### src/rtl/ffpra_ram.sv
// Simple dual-port synchronous memory with a registered read.
module ffpra_ram #(
	parameter int W = 1,
	parameter int DEPTH = 1024,
	localparam int AW = $clog2(DEPTH)
) (
	input  logic          clk,
	input  logic          we,
	input  logic [AW-1:0] waddr,
	input  logic [W-1:0]  wdata,
	input  logic [AW-1:0] raddr,
	output logic [W-1:0]  rdata
);

	logic [W-1:0] mem [DEPTH];

	always_ff @(posedge clk) begin
		if (we) begin
			mem[waddr] <= wdata;
		end
	end

	always_ff @(posedge clk) begin
		rdata <= mem[raddr];
	end

endmodule

### config.mk
export PLATFORM = sky130hd
export DESIGN_NAME = ffpra_ram
export DESIGN_NICKNAME = d
export VERILOG_FILES = /design/src/rtl/ffpra_ram.sv
export SDC_FILE = /design/constraint.sdc
export NUM_CORES = 1
export LEC_CHECK = 0
export BUFFER_PORTS_ARGS = -buffer_cell sky130_fd_sc_hd__buf_2
export CAP_MARGIN = 10
export CORE_ASPECT_RATIO = 1.2
export CORE_MARGIN = 2
export CORE_UTILIZATION = 45
export DETAILED_ROUTE_END_ITERATION = 12
export PLACE_DENSITY = 0.67
export SETUP_SLACK_MARGIN = 0.05
export SLEW_MARGIN = 20
export SYNTH_ARGS = -nofsm -noshare
export SYNTH_HDL_FRONTEND = slang
export SYNTH_SLANG_ARGS = --single-unit
### constraint.sdc
create_clock -name clk -period 3.05 [get_ports clk]
set_input_delay 0.61 -clock clk [delete_from_list [all_inputs] [get_ports clk]]
set_output_delay 0.61 -clock clk [all_outputs]
set_load 0.01 [all_outputs]
==> impl_summary.log <==
[metrics] vertical die dimension: 349 microns
[metrics] number of port buffers: 23
[metrics] vias in the first global route: 27454
[metrics] number of enable-type register cells in the synthesized netlist: 1024
[metrics] n_diodes: 0
[metrics] area added between synthesis and finish: 13.9%
[metrics] half-perimeter wire length after detailed placement: 71500 microns
[metrics] number of hold violations in the final report: 0
[metrics] Fmax achieved: roughly 0.35 GHz
[metrics] met2 capacity usage during global routing: 41.2%
[metrics] worst clock skew: 25.8 ps
[metrics] die area: 102000 sq um
[metrics] cell occurring most often along the worst timing path: buf_4
[metrics] number of distinct standard cells referenced by the synthesized netlist: 56
[metrics] number of synthesized register bits: 1025
[metrics] summed area of non-filler cells in the final layout: 50900 sq um
[metrics] Switching Share: a little over a fifth
[metrics] placed instance count: 4399
[metrics] Clk Tree Root Cell: clkbuf_16
[metrics] fill cell instance count of the final layout: 8200
[metrics] number of maximum-capacitance constraint violations: 0
[metrics] crit-path leading delay family: compound AO/OA/AOI/OAI gates
[metrics] CTS-repair resized insts: 0
[metrics] worst setup path startpoint: raddr[3]
[metrics] type of the most critical hold path: in -> reg
[metrics] post-placement cell area: 47800 sq um
[metrics] ys async rst share: 0%
[metrics] number of DRC markers in iteration 0: 3459
[metrics] combinational cell fraction of total power: 6.0%
[metrics] initial core utilization: 45.4%
[metrics] outcome: completed
[metrics] Power Dens Cells: 576 nW/um^2
[metrics] DRC viols: 0
[metrics] setup TNS after final layout: 0 ps
[metrics] weighted congestion at the end of routability-driven global placement: 0.837
[metrics] largest stage delay on the critical path: 890 ps
[metrics] flip-flop cell with the highest count after synthesis: edfxtp_1
[metrics] reg-to-reg critical path startpoint: mem[785]
[metrics] sink count of the clock tree: 1025
[metrics] kind of start point of the critical path: primary input
[metrics] P_leak: 15.6 nW
[metrics] overall die width: around 290 microns
[metrics] crit-path cells: buf_2 > inv_2 > buf_4 > buf_4 > nand2_1 > a211oi_1 > a2111oi_1 > buf_4 > and4_1 > nor4_1 > o2111ai_1
[metrics] actual transition at the worst max-transition pin: 968 ps
[metrics] post-layout net count: 3239
[metrics] instance count of the mapped netlist: 3112
[metrics] share of the clock period used by the worst path after layout: 93.8%
[metrics] Routed Antenna Nets: 0
[metrics] Post-Place Setup Slack: -500 ps
[metrics] largest voltage drop on the vdd net: 508 uV
[metrics] clock share of power: 41.0%
[metrics] GR Util met1: a little under a third
[metrics] Mean Syn Cell Area: 14.3 sq um
[metrics] endpoint class of the critical path: register
[metrics] Internal Power: 22.9 mW
[metrics] first-pass GRT wire length: ~180000 microns
[metrics] required time of the worst setup path: 3660 ps
[metrics] Pre-Repair DR Iteration Count: 6
[metrics] Floorplan Core Area: between 90000 and 100000 sq um
[metrics] CTS tree: built
[metrics] launch point of the worst hold path: wdata
[metrics] CTS Buffer Depth: 3
[metrics] layout cell share with drive strength beyond 1: 20.9%
[metrics] cell type of the slowest stage on the worst timing path: a2111oi_1
[metrics] vias per inst: approximately 6.1
[metrics] CP Data Arrival Time: around 3500 ps
[metrics] All-Layer GR Usage: 24.4%
[metrics] number of hold buffers added after CTS: 0
[metrics] global-route congestion overflow total: 0
[metrics] final slew viol count: 0
[metrics] relative max-transition margin: 35.3%
[metrics] Setup violations, final: 0
[metrics] row cnt: between 100 and 150
[metrics] number of vias in the routed layout: between 20000 and 30000
[metrics] post-layout minimum cycle time: roughly 2900 ps
[metrics] post-synthesis instance area: between 40000 and 50000 sq um
[metrics] worst path bufs/invs: 5
[metrics] buffers inserted during post-CTS setup optimization: 0
[metrics] post-route insts no fill: 4572
[metrics] number of ports placed on the die boundary: 24
[metrics] routed wirelength normalized by instance count: approximately 27 microns
[metrics] number of antenna violations at the first check in global routing: 6
[metrics] minimum setup slack among reg-to-reg paths: 330 ps
[metrics] count of yosys warnings during synthesis: 0
[metrics] peak-usage layer in the global routing report: met2
[metrics] clock transition at the register clock pins on the worst setup and hold paths after CTS: 70 ps
[metrics] maximum number of pins on one net before global-route repair: ~180
[metrics] net count after synthesis: ~3100
[metrics] total length of routed wires: around 120000 microns
[metrics] clock latency reported for the late side of the worst-skew pair: between 600 and 700 ps
[metrics] part of the total power dissipated in sequential elements: 53.0%
[metrics] Final WS setup: 189 ps
[metrics] setup repair after global routing missed its margin: no
[metrics] met3 track utilization from global routing: 4.06%
[metrics] switching component of the power: 6.37 mW
[metrics] worst setup path category: in -> reg
[metrics] total number of H-tree levels: 3
[metrics] TritonCTS Buffers: 95
[metrics] CP max FO: 13
[metrics] register area share after synthesis: 68.9%
-- path summary, 6_finish.rpt --
check	to	cells past startpoint
max	rdata	11
min	mem[159]	1
max reg2reg	rdata	9
min reg2reg	rdata	5
-- logic make-up after synthesis --
kind of cell           share of synthesized area [%]
DFF                                             68.9
muxes                                           13.7
buffers and inverters                           3.30
and+or+nand+nor                                 11.2
AOI/OAI and AO/OA                               2.83
-- metal layers --
layer	part of all wire (%)	wire [microns]	vias up
li1	-	-	11696
met1	36	44500	14201
met2	49	61100	1443
met3	9.4	11600	358
met4	5.2	6440	10
met5	0.049	61	-
-- cell usage after synthesis, types with 5 or more instances --
| library cell | instances | area (sq um) |
|---|---|---|
| mux2i_1 | 123 | 1230 |
| o21ai_0 | 11 | 55.1 |
| edfxtp_1 | 1024 | 30700 |
| o221ai_1 | 49 | 429 |
| nand2_1 | 86 | 323 |
| a21oi_1 | 37 | 185 |
| nand4_1 | 10 | 62.6 |
| clkbuf_1 | 186 | 698 |
| a2111oi_0 | 6 | 52.6 |
| buf_2 | 19 | 95.1 |
| nor3_1 | 37 | 185 |
| a22oi_1 | 17 | 128 |
| mux4_2 | 200 | 4500 |
| buf_4 | 13 | 97.6 |
| nor4_1 | 5 | 31.3 |
| nor3b_1 | 8 | 60.1 |
| buf_1 | 57 | 214 |
| and2_1 | 6 | 37.5 |
| nor2b_1 | 11 | 68.8 |
| buf_6 | 18 | 203 |
| nand3_1 | 37 | 185 |
| o22ai_1 | 28 | 175 |
| mux4_1 | 14 | 368 |
| nor2_1 | 1036 | 3890 |
| nand2b_1 | 8 | 50.1 |
-- through the flow --
step	hold WS, ps	power, mW	util (%)
detailed placement	1070	17.5	48.5
floorplan	709	16.7	-
global placement	1060	17.5	48.5
CTS	350	29.4	51.7
global route	370	30.0	51.7
finish	348	29.3	51.7
-- placed cells by master (no fill, tap or decap), drive strengths merged, types with 3 or more instances in the layout --
cell type,Yosys,routed
nor2,1036,1036
edfxtp,1024,1024
buf,114,310
mux4,214,214
mux2i,123,123
clkbuf,189,110
nand2,86,86
o221ai,49,49
clkinv,2,42
nor3,37,37
a21oi,37,37
nand3,37,37
o22ai,28,28
a22oi,17,17
o21ai,13,13
nor2b,11,11
bufinv,0,11
nand4,10,10
nor3b,8,8
clkinvlp,0,8
nand2b,8,8
inv,4,8
and2,6,6
a2111oi,6,6
nor4,5,5
and3,4,4
a31oi,4,4
a211oi,4,4
a22o,4,4
and3b,3,3
a311oi,3,3
mux2,3,3
-- state kept, by name, summed over array words and instances (netlist names) --
name   count
mem     1024
rdata      1
-- final cells by class --
| class | count | area, sq um | share of cell area, % |
|---|---|---|---|
| inverters | 6 | 22.5 | 0.0443 |
| multi-input cells | 1778 | 12600 | 24.7 |
| clock inverters | 63 | 652 | 1.28 |
| flip-flops and latches | 1025 | 30800 | 60.5 |
| clock buffers | 110 | 2450 | 4.83 |
| repair buffers | 310 | 2810 | 5.53 |
| well taps | 1280 | 1600 | 3.15 |
-- power groups by stage --
stage / clock network, mW / logic [mW] / registers [mW]
CTS: 12.2 / 1.75 / 15.5
global placement: 0 / 1.72 / 15.8
global route: 12.7 / 1.85 / 15.5
detailed placement: 0 / 1.74 / 15.8
finish: 12.0 / 1.76 / 15.5
floorplan: 0 / 0.897 / 15.8
No activity file was read; power rests on OpenSTA's default activity.
