$ cat src/rtl/ffpra_div.sv
// Division of a byte count by the page size through a multiply by its reciprocal.
module ffpra_div #(
	parameter int DW = 24,
	parameter int DIVISOR = 4096
) (
	input  logic          clk,
	input  logic          arst_n,
	input  logic          go,
	input  logic [DW-1:0] dividend,
	output logic          done,
	output logic [DW-1:0] quotient
);

	localparam int SHIFT = DW + $clog2(DIVISOR);
	localparam int MW = DW + 2;
	localparam int PW = DW + MW;
	localparam logic [MW-1:0] RECIP =
		MW'(((longint'(1) << SHIFT) + longint'(DIVISOR) - longint'(1)) / longint'(DIVISOR));

	logic          done_q;
	logic [DW-1:0] quo_q;
	logic [PW-1:0] prod;

	// The rounded-up reciprocal gives the exact floor quotient for every DW-bit dividend.
	assign prod = PW'(dividend) * PW'(RECIP);

	always_ff @(posedge clk or negedge arst_n) begin
		if (!arst_n) begin
			done_q <= 1'b0;
		end else begin
			done_q <= go;
		end
	end

	always_ff @(posedge clk) begin
		if (go) begin
			quo_q <= DW'(prod >> SHIFT);
		end
	end

	assign done = done_q;
	assign quotient = quo_q;

endmodule

$ cat config.mk
export PLATFORM = sky130hd
export DESIGN_NAME = ffpra_div
export DESIGN_NICKNAME = d
export VERILOG_FILES = /design/src/rtl/ffpra_div.sv
export SDC_FILE = /design/constraint.sdc
export NUM_CORES = 1
export LEC_CHECK = 0
export BUFFER_PORTS_ARGS = -buffer_cell sky130_fd_sc_hd__buf_4
export CORE_MARGIN = 2
export CORE_UTILIZATION = 32
export DETAILED_ROUTE_END_ITERATION = 10
export GPL_ROUTABILITY_DRIVEN = 1
export PLACE_DENSITY_LB_ADDON = 0.3
export SETUP_SLACK_MARGIN = 0.15
export SLEW_MARGIN = 10
export SYNTH_ARGS = -nofsm -noshare
export SYNTH_HDL_FRONTEND = slang
export SYNTH_SLANG_ARGS = --single-unit
$ cat constraint.sdc
create_clock -name clk -period 0.8 [get_ports clk]
set_input_delay 0.2 -clock clk [delete_from_list [all_inputs] [get_ports clk]]
set_output_delay 0.2 -clock clk [all_outputs]
set_load 0.01 [all_outputs]
==> results.py, run 1 <==
metrics = {
    "run_status": {
        "status": "finished with violations",
        "violations": "negative setup slack",
    },
    "floorplan": {
        "num_rows": 13,
        "initial_utilization": 0.355,
        "pin_count": 52,
        "core_mm2": 0.00135,
        "die-area_mm2": 0.00182,
        "die_h_um": 42.7,
        "die_x_um": 42.7,
    },
    "place": {
        "port_buffers": 27,
        "gp_congestion": 0.624,
        "hpwl_um": 760,
    },
    "synthesis": {
        "synth_compound_area_frac": 0,
        "ys_types": 4,
        "ys_seq_area_frac": 0.804,
        "synth_area_um2": 479,
        "yosys.area_share.simple": 0,
        "synthAdderAreaFrac": 0,
        "syn_area_per_cell_um2": 18.4,
        "synth_seq_cells": 13,
        "synth_top_family_by_area": "buffers and inverters",
        "synth.area.mux_share": 0,
        "syn_inst": 26,
        "yosys_warnings": 0,
        "synth_xor_area_frac": 0,
    },
    "worst_setup_path": {
        "cp_max_fo": 1,
        "critPathTopFamily": "flip-flops",
        "cp-start-kind": "flop",
        "slowest_delay_ns": 0.38,
        "worst_ep_arrival_time_ns": 0.80,
        "cp-end-kind": "output pin",
        "crit_chain": "buf_4",
        "cp.required_ns": 0.60,
        "startpoint": "quotient[8]",
        "cp_slowest_cell": "edfxtp_1",
        "path_class": "reg2out",
        "cp_num_buf_inv": 1,
    },
    "cts": {
        "root_buffer": "clkbuf_4",
        "clk_pin_slew_worst_paths_ns": 0.07,
        "cts_max_level": 1,
        "clock-sinks": 13,
        "clockBufferDepth": 2,
        "cts_tree": "yes",
        "cts_setup_buffers": 0,
        "numCtsBuffers": 3,
    },
    "global_routing": {
        "busiest_layer": "met2",
        "grt_first_pass_wirelength_um": 1290,
        "grt_use_met2": 0.173,
        "gr-total-overflow": 0,
        "grt_max_degree": 14,
        "use_met3": 0.0340,
        "grt_use_total": 0.100,
        "antenna_found_initial": 0,
        "grt_pass1_vias": 259,
        "use_met1": 0.104,
    },
    "power_and_ir_drop": {
        "leakage_uw": 0.000329,
        "power_density_mw_per_mm2": 1950,
        "power_uw": 1420,
        "vdd_drop_max_uv": 875,
    },
    "route": {
        "ant_nets": 0,
        "drt_iter0_markers": 5,
        "totalWireLength_um": 878,
        "dr.pass1.iters": 2,
        "viasPerCell": 3.79,
        "wl_per_cell_um": 12.2,
        "drc_errors": 0,
        "vias": 273,
    },
    "layout": {
        "fin_nets": 85,
        "area_growth_pct": 51.4,
        "nFillCells": 119,
        "drive_gt1_frac": 0.526,
        "antennaDiodeCount": 0,
    },
    "sta": {
        "finalSetupViolCount": 13,
        "maxSlewViolCount": 0,
        "final_hold_viol_count": 0,
        "fin_tns_setup_ns": -2.30,
        "fin_crit_sh": 1.24,
        "fin_crit_ns": 0.995,
        "rsz0062_at_grt": "yes",
        "worst_slack_ns": -0.195,
        "fmax_ghz": 1.00,
    },
    "hold_path": {
        "min_from": "dividend[13]",
        "holdPathStages": 1,
        "hold_path_end": "quotient[1]",
        "min_path_type": "in2reg",
    },
    "run": {
        "cap_viol_max_count": 0,
    },
}
-- synth_stat cells (all sizes together) --
master | count | area share
edfxtp | 12 | 0.75
buf | 12 | 0.19
conb | 1 | 0.0078
dfrtp | 1 | 0.052
-- per-layer routing --
metal / routed length (um) / share of wire / vias to the layer above
met1: 296 / 0.34 / 127
met3: 88 / 0.10 / 0
met5: 0 / 0 / -
met2: 493 / 0.56 / 19
met4: 0 / 0 / 0
li1: - / - / 127
-- worst max-delay path by stage --
stage                   endpoint  cells past startpoint
detailed placement   quotient[8]                      1
floorplan            quotient[0]                      0
global route        quotient[11]                      1
finish               quotient[8]                      1
CTS                  quotient[8]                      1
global placement     quotient[9]                      1
-- cell usage in the layout (no fill, tap or decap) --
cell,netlist,routed
buf_4,12,17
buf_6,0,10
clkbuf_1,0,1
clkbuf_4,0,3
conb_1,1,12
dfrtp_1,1,1
dlygate4sd3_1,0,1
edfxtp_1,12,12
-- report_power, final --
group | switching, uW | leakage [uW] | internal, uW | total [uW]
Combinational | 90.8 | 0.000185 | 126 | 217
Clock | 185 | 0.0000150 | 192 | 378
Sequential | 21.2 | 0.000129 | 800 | 821
-- sequential cells by signal (all words and copies together) (netlist names) --
signal,count
quotient,12
done,1
-- per-stage QoR --
step | setup WS (ns) | utilization | instance area (um^2) | hold slack (ns) | std cells
after global placement | 0.0952 | 0.483 | 652 | -0.0247 | 67
after detailed placement | 0.0815 | 0.483 | 652 | -0.0238 | 67
after CTS | -0.210 | 0.526 | 711 | 0.107 | 72
after global routing | -0.225 | 0.538 | 726 | 0.101 | 72
after floorplan | 0.206 | - | 520 | -0.0956 | 37
final | -0.195 | 0.538 | 726 | 0.112 | 72
-- layout make-up --
class / count / area (um^2) / share of cell area
multi-input cells: 12 / 45.0 / 0.0621
well taps: 15 / 18.8 / 0.0259
flip-flops and latches: 13 / 385 / 0.531
repair buffers: 28 / 250 / 0.345
clock buffers: 4 / 26.3 / 0.0362
-- cell families (layout without fill, tap and decap cells) --
kind of cell / count (synthesis) / after routing
other: 1 / 12
buffers and inverters: 12 / 32
flip-flops: 13 / 13
-- repair_timing --
item | 4_1_cts | 5_1_grt
resized for setup | 6 | 4
hold endpoints to repair | 1 | 0
setup endpoints to repair | 13 | 13
hold buffers | 1 | 0
cloned | 0 | 0
Note: power is estimated with default switching activity, not from simulation.
==> run 2: changes to the inputs <==
--- a/config.mk
+++ b/config.mk
@@ -7,7 +7,8 @@
 export LEC_CHECK = 0
 export BUFFER_PORTS_ARGS = -buffer_cell sky130_fd_sc_hd__buf_4
 export CORE_MARGIN = 2
-export CORE_UTILIZATION = 32
+export CORE_UTILIZATION = 31
+export CTS_BUF_LIST = sky130_fd_sc_hd__clkbuf_2
 export DETAILED_ROUTE_END_ITERATION = 10
 export GPL_ROUTABILITY_DRIVEN = 1
 export PLACE_DENSITY_LB_ADDON = 0.3
==> constraint.sdc (replaced) <==
create_clock -name clk -period 0.9 [get_ports clk]
set_input_delay 0.225 -clock clk [delete_from_list [all_inputs] [get_ports clk]]
set_output_delay 0.225 -clock clk [all_outputs]
set_load 0.01 [all_outputs]
==> run 2 against run 1 <==
Compared with the run above: the run still ends with negative setup slack left; combinational power shrank 11%; routed wire length down 13%; first-iteration DRC count shrank 40%; via count is 2.6% higher; sequential share of layout area increased by 0.092 points; count of clock-buffer cells in the layout unchanged; critical endpoint is now quotient[2].
==> results.py, run 2 (same netlist as run 1, synthesis figures left out) <==
metrics = {
    "global_routing": {
        "gr-total-overflow": 0,
        "grt_use_total": 0.0898,
        "antenna_found_initial": 0,
        "grt_pass1_vias": 285,
        "grt_first_pass_wirelength_um": 1170,
        "grt_max_degree": 14,
    },
    "layout": {
        "nFillCells": 127,
        "design_area_um2": 724,
        "mostFrequentLayoutCells": "buf_4, conb_1, edfxtp_1, buf_6, clkbuf_2",
        "final_core_util": 0.492,
        "fin_nets": 85,
        "multiInputGateArea_um2": 45.0,
        "drive_gt1_frac": 0.544,
        "largest_reg_flops": 12,
        "layout_commonest_cell": "buf_4",
        "antennaDiodeCount": 0,
        "instances_no_fill": 73,
        "area_growth_pct": 51.2,
        "final-seq-area_um2": 385,
    },
    "hold_path": {
        "holdPathStages": 1,
        "min_path_type": "in2reg",
        "hold_path_end": "quotient[5]",
        "min_from": "dividend[17]",
    },
    "route": {
        "totalWireLength_um": 761,
        "viasPerCell": 3.84,
        "dr.pass1.iters": 2,
        "vias": 280,
        "wl_per_cell_um": 10.4,
        "ant_nets": 0,
        "drc_errors": 0,
        "drt_iter0_markers": 3,
    },
    "worst_setup_path": {
        "crit_chain": "buf_6",
        "cp_num_buf_inv": 1,
        "slowest_delay_ns": 0.41,
        "cp-end-kind": "output pin",
        "cp-start-kind": "flop",
        "cp.required_ns": 0.67,
        "worst_ep_arrival_time_ns": 0.80,
        "cp_max_fo": 1,
        "critPathTopFamily": "flip-flops",
        "cp_slowest_cell": "edfxtp_1",
        "path_class": "reg2out",
    },
    "place": {
        "dpl_cell_area_um2": 653,
        "port_buffers": 27,
        "placed_cells": 68,
        "gp_congestion": 0.637,
    },
    "sta": {
        "final_hold_viol_count": 0,
        "finalSetupViolCount": 13,
        "worst_slack_ns": -0.128,
        "fin_crit_sh": 1.14,
        "maxSlewViolCount": 0,
        "fin_crit_ns": 1.03,
        "rsz0062_at_grt": "yes",
        "fmax_ghz": 0.973,
    },
    "run_status": {
        "status": "finished with violations",
        "violations": "negative setup slack",
    },
    "floorplan": {
        "die-area_mm2": 0.00188,
        "die_h_um": 43.3,
        "initial_utilization": 0.326,
        "core_mm2": 0.00147,
        "die_x_um": 43.3,
        "pin_count": 52,
        "num_rows": 14,
    },
    "cts": {
        "clk_pin_slew_worst_paths_ns": 0.12,
        "cts_max_level": 1,
        "clockBufferDepth": 2,
        "clock-sinks": 13,
        "numCtsBuffers": 3,
        "root_buffer": "clkbuf_2",
        "cts_tree": "yes",
    },
    "power_and_ir_drop": {
        "vdd_drop_max_uv": 826,
        "power_uw": 1220,
        "leakage_uw": 0.000332,
        "power_density_mw_per_mm2": 1690,
    },
    "run": {
        "cap_viol_max_count": 0,
    },
}
run 2: per-stage QoR:
stage	TNS (ns)	setup slack (ns)	hold slack, ns
2_1_floorplan	0	0.281	-0.0706
3_3_place_gp	0	0.177	0.00114
3_5_place_dp	0	0.172	0.000564
4_1_cts	-1.72	-0.151	0.115
5_1_grt	-2.00	-0.178	0.112
6_report	-1.48	-0.128	0.133
run 2: area by class of cell:
cell class	instances	share of cell area
Sequential cell	13	0.532
Timing Repair Buffer	28	0.351
Clock buffer	4	0.0276
Multi-Input combinational cell	12	0.0622
Tap cell	16	0.0276
run 2: how the worst max path moves through the flow:
stage / start / end / cells past startpoint
floorplan: quotient[0] / quotient[0] / 0
global placement: quotient[7] / quotient[7] / 1
detailed placement: quotient[4] / quotient[4] / 1
CTS: quotient[0] / quotient[0] / 1
global route: quotient[8] / quotient[8] / 1
finish: quotient[2] / quotient[2] / 1
run 2: routing by layer:
metal,GRT usage,wire (um)
met1,0.101,286
met2,0.125,307
met3,0.0596,164
met4,0.0545,4
met5,0,0
run 2: power breakdown:
part / switching (uW) / internal (uW)
combinational: 79.4 / 114
sequential: 18.9 / 711
clock: 180 / 118
run 2: timing repair:
item                       in CTS  in global routing
gates cloned                    0                  0
hold endpoints to repair        1                  0
resized for setup               9                  2
setup buffers                   0                  0
hold buffers                    1                  0
setup endpoints to repair      13                 13
